## src/rtl/sdms_pkg.sv

```systemverilog
// ----------------------------------------------------------------------------
// sdms_pkg
// Shared constants, register codes and types of the second-difference
// magnitude stencil.
// ----------------------------------------------------------------------------
package sdms_pkg;

    localparam int SAMPLE_WIDTH = 32;
    localparam int MAX_X        = 64;
    localparam int MAX_Y        = 64;
    localparam int MAX_Z        = 64;

    localparam int DW       = SAMPLE_WIDTH + 3;   // signed stencil sum
    localparam int MW       = SAMPLE_WIDTH + 2;   // magnitude of a stencil sum
    localparam int HW       = (MW + 1) / 2;       // low half for partial products
    localparam int RW       = 35;                 // root width
    localparam int SQW      = 2 * RW;             // radicand width
    localparam int MEANW    = 36;
    localparam int CW       = 6;                  // cell index width
    localparam int SZW      = 7;                  // size register width
    localparam int PLANE_AW = $clog2(MAX_X * MAX_Y);
    localparam int ROW_AW   = $clog2(MAX_X);
    localparam int QDEPTH   = 4;
    localparam int NTAPS    = 7;

    typedef enum logic [2:0] {
        REG_DIMENSIONS  = 3'd0,
        REG_SIZE_X      = 3'd1,
        REG_SIZE_Y      = 3'd2,
        REG_SIZE_Z      = 3'd3,
        REG_MEAN_ENABLE = 3'd4
    } t_reg_idx;

    typedef struct packed {
        logic [1:0]     dims;
        logic [SZW-1:0] size_x;
        logic [SZW-1:0] size_y;
        logic [SZW-1:0] size_z;
        logic           mean_en;
    } t_cfg;

    typedef struct packed {
        logic [1:0]    dims;
        logic          mean_en;
        logic [CW-1:0] cx;
        logic [CW-1:0] cy;
        logic [CW-1:0] cz;
        logic          last;
    } t_cell_meta;

    typedef struct packed {
        logic [NTAPS-1:0][SAMPLE_WIDTH-1:0] taps;
        t_cell_meta                         info;
    } t_qent;

    typedef struct packed {
        t_cell_meta              info;
        logic signed [MEANW-1:0] mean1d;
    } t_back_meta;

endpackage

```

## src/rtl/sdms_fifo.sv

```systemverilog
// ----------------------------------------------------------------------------
// sdms_fifo
// Short queue of classified cells between the front and the back.
// ----------------------------------------------------------------------------
module sdms_fifo
    import sdms_pkg::*;
#(
    parameter int DEPTH = QDEPTH
) (
    input  logic  i_clk,
    input  logic  i_rst_n,
    input  logic  i_push,
    input  t_qent i_din,
    output logic  o_full,
    input  logic  i_pop,
    output logic  o_nonempty,
    output t_qent o_dout
);

    localparam int AW = $clog2(DEPTH);

    t_qent         r_ent [DEPTH];
    logic [AW-1:0] r_wptr, r_rptr;
    logic [AW:0]   r_count;

    always_ff @(posedge i_clk) begin
        if (!i_rst_n) begin
            r_wptr  <= '0;
            r_rptr  <= '0;
            r_count <= '0;
        end else begin
            if (i_push) begin
                r_wptr <= (r_wptr == AW'(DEPTH - 1)) ? '0 : r_wptr + AW'(1);
            end
            if (i_pop) begin
                r_rptr <= (r_rptr == AW'(DEPTH - 1)) ? '0 : r_rptr + AW'(1);
            end
            if (i_push && !i_pop) begin
                r_count <= r_count + (AW+1)'(1);
            end else if (!i_push && i_pop) begin
                r_count <= r_count - (AW+1)'(1);
            end
        end
    end

    always_ff @(posedge i_clk) begin
        if (i_push) begin
            r_ent[r_wptr] <= i_din;
        end
    end

    assign o_full     = (r_count == (AW+1)'(DEPTH));
    assign o_nonempty = (r_count != '0);
    assign o_dout     = r_ent[r_rptr];

endmodule

```

## config.mk

```make
export PLATFORM = sky130hd
export DESIGN_NAME = sdms_fifo
export DESIGN_NICKNAME = d
export VERILOG_FILES = /design/src/rtl/sdms_pkg.sv /design/src/rtl/sdms_fifo.sv
export SDC_FILE = /design/constraint.sdc
export NUM_CORES = 1
export LEC_CHECK = 0
export BUFFER_PORTS_ARGS = -buffer_cell sky130_fd_sc_hd__buf_2
export CORE_AREA = 2 2 270 272
export DETAILED_ROUTE_END_ITERATION = 10
export DIE_AREA = 0 0 272 274
export GPL_TIMING_DRIVEN = 1
export PLACE_DENSITY = 0.74
export SYNTH_ARGS = -nofsm -noshare
export SYNTH_HDL_FRONTEND = slang
export SYNTH_SLANG_ARGS = --single-unit
```

## constraint.sdc

```tcl
create_clock -name i_clk -period 8 [get_ports i_clk]
set_clock_uncertainty 0.15 [all_clocks]
set_input_delay 1.2 -clock i_clk [delete_from_list [all_inputs] [get_ports i_clk]]
set_output_delay 1.2 -clock i_clk [all_outputs]
set_load 0.005 [all_outputs]
```

Yosys cells after proc, flatten, opt, wreduce, memory -nomap -nowiden. Memory sizes are Yosys's and may differ from the RTL's. A register that Yosys moved wholly into a read port is not among the register bits. Cells that the tools add are included. Widths: inputs -> output; s select.

Flip-flop bits (word level): 7. Memory bits (writable): 984. Input port bits: 250. Output and inout port bits: 248. Word-level logic and storage cells: 25. Memories: 1.

Memory list: r_ent (depth 4, bits a word 246, rd ports 1, clocked after memory_dff 1, wr ports 1, line sdms_fifo.sv:22) `t_qent r_ent [DEPTH];`.

$add $sub $neg: 4. Equality and inequality tests: 3. Mux-type cells: 8. Reductions and logical operators: 6.

Operators with widths (number): $mux 2 (4); $mux 3 (2); $add 2x1->2 const B (2); $eq 2x2->1 const B (2); $add 3x1->3 const B (1); $eq 3x3->1 const B (1); $reduce_bool 3->1 (1); $sub 3x1->3 const B (1); $logic_and 1x1->1 (2); $logic_not 1->1 (2); $mux 1 (2); $reduce_bool 2->1 (1).

Longest topological paths before layout. Gate-level depths: netlist of the first run.

Word-level depth: 4. Mapped depth: 7. Depth with buffers taken out: 7.

Least setup slack after synthesis of the first run. Ideal clock, no wire load.

Path kind: input to register. From: input i_push. To: memory r_ent[0][0] (netlist bit), enable pin. Library setup time: 0.637 ns. Arrival time: 6.763 ns. Required time: 7.213 ns. Slack: 0.450 ns. Cell stages on the path: 1. Path buffers: 0. Path through: and2_1.

Longest elaborated chain between the ends: 2.

Ends and longest elaborated chain: start: declaration (line sdms_fifo.sv:12) `input logic i_push,`; $mux 1 (line sdms_fifo.sv:47) `if (i_push) begin`; $mux 1 (implied by the code) (line sdms_fifo.sv:48) `r_ent[r_wptr] <= i_din;`; end: declaration (line sdms_fifo.sv:22).

No other way between the ends.

==> impl_metrics.py, run 1 <==
metrics = {
    "global_routing": {
        "grt_max_degree": 146,
        "grt_pass1_vias": 17000,
        "grt_remaining_overflow": 0,
        "grt_use_total_pct": 18.9,
        "grt_pass1_wl_mm": 105,
        "antenna_found_initial": 23,
    },
    "place": {
        "dp.cells": 2743,
        "dp_hpwl_mm": 41.0,
        "io_buffers": 497,
        "place.gp.congestion": 0.763,
    },
    "worst_setup_path": {
        "path_class": "flop to output pin",
        "crit_required_ns": 6.65,
        "cp-start-kind": "flop",
        "critPathMaxFanout": 94,
        "endpoint_kind": "output pin",
        "timing.rr.start": "r_wptr[0]",
        "cp.arrival_ns": 3.35,
    },
    "detailed_routing": {
        "drt-total-wl_mm": 70.9,
        "drc": 0,
        "ant_nets": 0,
        "num_vias": 16100,
        "dr.first_iter.drc_count": 1287,
        "drt_pass1_iterations": 5,
        "wl_per_cell_um": 24.2,
        "viasPerCell": 5.48,
    },
    "timing": {
        "fin_crit_sh_pct": 58.8,
        "worst_pin_slew_ns": 1.22,
        "rsz0062_at_grt": "no",
        "setup_viol": 0,
        "fin_crit_ns": 4.70,
        "tns_ns": 0,
        "slew_headroom_pct": 19.0,
        "slew_violations": 0,
        "clock.fmax_mhz": 213,
        "hold_viol": 0,
    },
    "clocking": {
        "htree_levels": 3,
        "clk_pin_slew_ns": 0.06,
        "cts_tree": "yes",
        "post_cts_buffers": 0,
        "cts-root-buf": "clkbuf_16",
        "cts.sinks": 993,
        "cts_resized": 0,
        "clkLatencyLatePin_ns": 0.61,
        "cts_buffers": 98,
        "cts_hold_buf": 0,
        "cts_buffer_depth": 3,
    },
    "pwr": {
        "powerDensity_nw_per_um2": 270,
        "p_leak_nw": 14.3,
        "ir_worst_vdd_v": 0.000188,
    },
    "floorplan": {
        "io_pins": 498,
        "coreArea_um2": 72000,
        "die_h_um": 274,
        "rows": 99,
        "die-area_um2": 74500,
        "start_util_pct": 50.3,
        "die_x_um": 272,
    },
    "finish": {
        "drive_above_1_share_pct": 46.2,
        "final_nets": 2141,
        "area_growth_syn_to_layout_pct": 18.2,
        "layoutNonFillerInstCount": 2934,
    },
    "run": {
        "max_cap_violations": 0,
    },
    "logic_synthesis": {
        "ys_seq_elements": 993,
        "synthCells": 1329,
        "ys_warn_count": 0,
        "synth_cell_types": 23,
        "synth_top_area_share_pct": 81.6,
        "syn_nets": 1586,
        "avgSynthCellArea_um2": 27.2,
        "yosysTopAreaCell": "edfxtp_1",
        "synth_seq_area_share_pct": 82.1,
        "synth_area_leaders": "edfxtp_1, mux4_2, buf_12",
        "syn-cell-area_um2": 36200,
    },
    "worst_hold_path": {
        "hold_class": "flop to flop",
        "holdCritStartpoint": "r_count[2]",
    },
    "status": {
        "status": "complete, no violations",
    },
}
==> worst max-delay path: stages, from the launching register on <==
cell and delay [ns]:
dfxtp_4 0.84, buf_12 0.55, buf_4 0.50, mux4_2 0.59, buf_2 0.16
==> where the power goes <==
part	switching (mW)	internal, mW	total [mW]
logic	0.458	0.408	0.866
registers	0.0677	5.97	6.04
clock network	1.87	2.78	4.65
==> cell usage after synthesis <==
master and count:
xor2_1 1, o21a_1 1, buf_2 25, mux2i_1 4, buf_12 22, mux4_2 246, buf_6 5, clkbuf_1 2
inv_1 4, nor3_1 1, ha_1 6, a21boi_0 1, dfxtp_1 9, buf_8 1, and2_1 5, xnor2_1 1
nor3b_1 1, or3_1 2, fa_1 1, o21ai_0 1, nor2_1 1, nor2b_1 5, edfxtp_1 984
==> per-stage QoR <==
stage / hold WS, ns / power (mW) / cell area (um^2) / setup slack [ns] / utilization [%]
floorplan: 0.317 / 6.67 / 36200 / 0.450 / -
global route: 0.429 / 11.9 / 42800 / 2.93 / 59.4
global placement: 0.332 / 6.99 / 39400 / 3.77 / 54.8
finish: 0.372 / 11.6 / 42800 / 3.30 / 59.4
detailed placement: 0.375 / 7.03 / 39400 / 3.73 / 54.8
CTS: 0.381 / 11.7 / 42700 / 3.03 / 59.4
==> kinds of logic after synthesis <==
logic type / count (synthesis) / share of synthesized area (%)
simple gates: 15 / 0.252
flops: 993 / 82.1
fa+ha+maj: 7 / 0.263
xor+xnor: 2 / 0.0484
mux: 250 / 15.4
compound gates: 3 / 0.0553
buf+inv: 59 / 1.82
==> per-layer routing <==
metal	global-route usage [%]	vias to the layer above	routed length [um]
li1	-	6925	-
met1	23.9	8428	26400
met2	31.4	583	36900
met3	5.87	121	5880
met4	5.99	24	1590
met5	0	-	148
==> worst paths after layout <==
kind	end	slack (ns)	cells after the start
setup / recovery	o_dout[226]	3.30	4
setup reg to reg	r_ent[3][26]	5.26	3
hold reg to reg	r_count[2]	0.37	2
hold / removal	r_count[2]	0.37	2
==> state kept, by name, summed over array words and instances, names as in the netlist, named ones only <==
name and cells:
r_ent 984, r_rptr 2, r_count 3, r_wptr 2
==> layout make-up <==
cell class,count,area [um^2]
Clock inverter,66,798
Inverter,4,15.0
Sequential cell,993,29700
Tap cell,959,1200
Antenna cell,11,27.5
Multi-Input combinational cell,277,5810
Timing Repair Buffer,510,2670
Fill cell,4974,29200
Clock buffer,114,2510
==> placed cells by master (no fill, tap or decap), types with 7 or more instances in the layout <==
master	instances
edfxtp_1	984
clkinv_1	19
dfxtp_1	7
buf_12	7
diode_2	11
clkbuf_16	98
mux4_2	246
clkinv_2	17
buf_2	497
bufinv_16	16
clkbuf_1	16
Power figures use the tool's default switching activity.
==> run 2: changes to the inputs <==
--- a/config.mk
+++ b/config.mk
@@ -6,11 +6,11 @@
 export NUM_CORES = 1
 export LEC_CHECK = 0
 export BUFFER_PORTS_ARGS = -buffer_cell sky130_fd_sc_hd__buf_2
-export CORE_AREA = 2 2 270 272
+export CORE_AREA = 2 2 260 262
 export DETAILED_ROUTE_END_ITERATION = 10
-export DIE_AREA = 0 0 272 274
+export DIE_AREA = 0 0 262 264
 export GPL_TIMING_DRIVEN = 1
-export PLACE_DENSITY = 0.74
+export PLACE_DENSITY = 0.76
 export SYNTH_ARGS = -nofsm -noshare
 export SYNTH_HDL_FRONTEND = slang
 export SYNTH_SLANG_ARGS = --single-unit
==> constraint.sdc (replaced) <==
create_clock -name i_clk -period 4.7 [get_ports i_clk]
set_clock_uncertainty 0.15 [all_clocks]
set_input_delay 0.705 -clock i_clk [delete_from_list [all_inputs] [get_ports i_clk]]
set_output_delay 0.705 -clock i_clk [all_outputs]
set_load 0.005 [all_outputs]
==> impl_metrics.py, run 2 (same netlist as run 1, synthesis figures left out) <==
metrics = {
    "status": {
        "status": "complete, no violations",
    },
    "finish": {
        "area_growth_syn_to_layout_pct": 18.4,
        "final_nets": 2171,
        "multi_input_area_um2": 5810,
        "final_common_cell": "edfxtp_1",
        "layoutNonFillerInstCount": 2886,
        "reg_top3": "r_ent (984), r_count (3)",
        "largest_reg_flops": 984,
        "fillers": 4237,
        "regArea_um2": 29700,
        "regMostFlops": "r_ent",
        "mostFrequentLayoutCells": "edfxtp_1, buf_2, mux4_2, clkbuf_16, buf_4",
        "drive_above_1_share_pct": 46.6,
        "fin_util_pct": 64.4,
    },
    "floorplan": {
        "die_h_um": 264,
        "coreArea_um2": 66600,
        "rows": 95,
        "start_util_pct": 54.4,
        "die-area_um2": 69200,
        "die_x_um": 262,
        "io_pins": 498,
    },
    "timing": {
        "hold_viol": 0,
        "slew_violations": 0,
        "slew_headroom_pct": 36.6,
        "fin_crit_sh_pct": 75.9,
        "fin_crit_ns": 3.57,
        "tns_ns": 0,
        "rsz0062_at_grt": "no",
        "setup_viol": 0,
        "clock.fmax_mhz": 280,
        "hold-worst-slack_ns": 0.131,
        "worst_pin_slew_ns": 0.951,
    },
    "clocking": {
        "cts_hold_buf": 0,
        "cts_buffer_depth": 3,
        "cts_tree": "yes",
        "clkLatencyLatePin_ns": 0.63,
        "cts_buffers": 96,
        "htree_levels": 3,
        "cts-root-buf": "clkbuf_16",
        "post_cts_buffers": 0,
        "cts.sinks": 993,
        "clk_pin_slew_ns": 0.06,
        "cts_resized": 0,
    },
    "worst_hold_path": {
        "holdCritStartpoint": "i_din[229]",
        "min_path_cells": 1,
        "holdPathEnd": "r_ent[3][229]",
        "hold_class": "input pin to flop",
    },
    "place": {
        "io_buffers": 497,
        "dp_hpwl_mm": 45.3,
        "place.gp.congestion": 0.789,
        "dp.cells": 2689,
    },
    "worst_setup_path": {
        "r2r_cells": 3,
        "timing.rr.start": "r_wptr[0]",
        "timing.rr.end": "r_ent[3][183]",
        "path_class": "flop to output pin",
        "critPathMaxFanout": 57,
        "endpoint_kind": "output pin",
        "crit_required_ns": 3.85,
        "cp-start-kind": "flop",
        "r2r_setup_slack_ns": 2.29,
        "cp.arrival_ns": 2.71,
    },
    "global_routing": {
        "grt_pass1_vias": 17000,
        "grt_remaining_overflow": 0,
        "grt_max_degree": 61,
        "grt_pass1_wl_mm": 107,
        "grt_use_total_pct": 20.9,
        "antenna_found_initial": 39,
    },
    "detailed_routing": {
        "wl_per_cell_um": 25.3,
        "viasPerCell": 5.65,
        "ant_nets": 0,
        "drt-total-wl_mm": 72.9,
        "num_vias": 16300,
        "drc": 0,
        "dr.first_iter.drc_count": 1518,
        "drt_pass1_iterations": 5,
    },
    "pwr": {
        "powerDensity_nw_per_um2": 452,
        "ir_worst_vdd_v": 0.000410,
        "p_leak_nw": 14.4,
    },
    "run": {
        "max_cap_violations": 0,
    },
}
run 2: cell types whose count changed in the layout (fill, tap and decap cells not counted), sizes merged:
cell,change
bufinv,-5
clkinvlp,+1
diode,+10
clkinv,-10
inv,+1
buf,+32
clkbuf,+9
run 2: worst max path at each step:
stage,cells past startpoint,slack (ns),end,from
floorplan,1,0.40,r_ent[3][0],i_push
global placement,3,1.76,o_dout[64],flop
detailed placement,3,1.76,o_dout[32],flop
CTS,3,1.02,o_dout[64],flop
global route,3,0.92,o_dout[64],flop
finish,3,1.13,o_dout[64],flop
run 2: area by class of cell:
| cell class | instances | share of cell area [%] |
|---|---|---|
| clock inverter | 53 | 1.42 |
| clock buffer | 123 | 5.94 |
| inverter | 4 | 0.0350 |
| sequential | 993 | 69.4 |
| timing repair buffer | 542 | 7.00 |
| antenna | 21 | 0.123 |
| multi-input combinational | 277 | 13.6 |
| tap | 873 | 2.55 |
run 2: per-layer routing:
layer | routed length (um) | part of all wire (%) | GRT usage (%) | vias up
met4 | 1580 | 2.2 | 6.35 | 40
met5 | 238 | 0.33 | 0 | -
met3 | 7660 | 11 | 8.13 | 136
met1 | 26700 | 37 | 26.4 | 8495
li1 | - | - | - | 6997
met2 | 36700 | 50 | 33.9 | 644
run 2: critical path: stages (launching register included):
cell and delay, ns:
dfxtp_4 0.75, buf_12 0.42, mux4_2 0.62, buf_2 0.16
run 2: through the flow:
stage | worst slack (ns) | cell area (um^2) | power (mW)
floorplan | 0.397 | 36200 | 11.3
global placement | 1.76 | 39700 | 11.9
detailed placement | 1.76 | 39700 | 12.0
CTS | 1.02 | 42800 | 19.6
global route | 0.921 | 42800 | 20.0
finish | 1.13 | 42900 | 19.4
run 2: where the power goes:
group | switching (mW) | internal, mW | leakage (nW)
logic | 0.794 | 0.719 | 3.71
clock network | 3.15 | 4.46 | 1.52
registers | 0.113 | 10.2 | 9.11
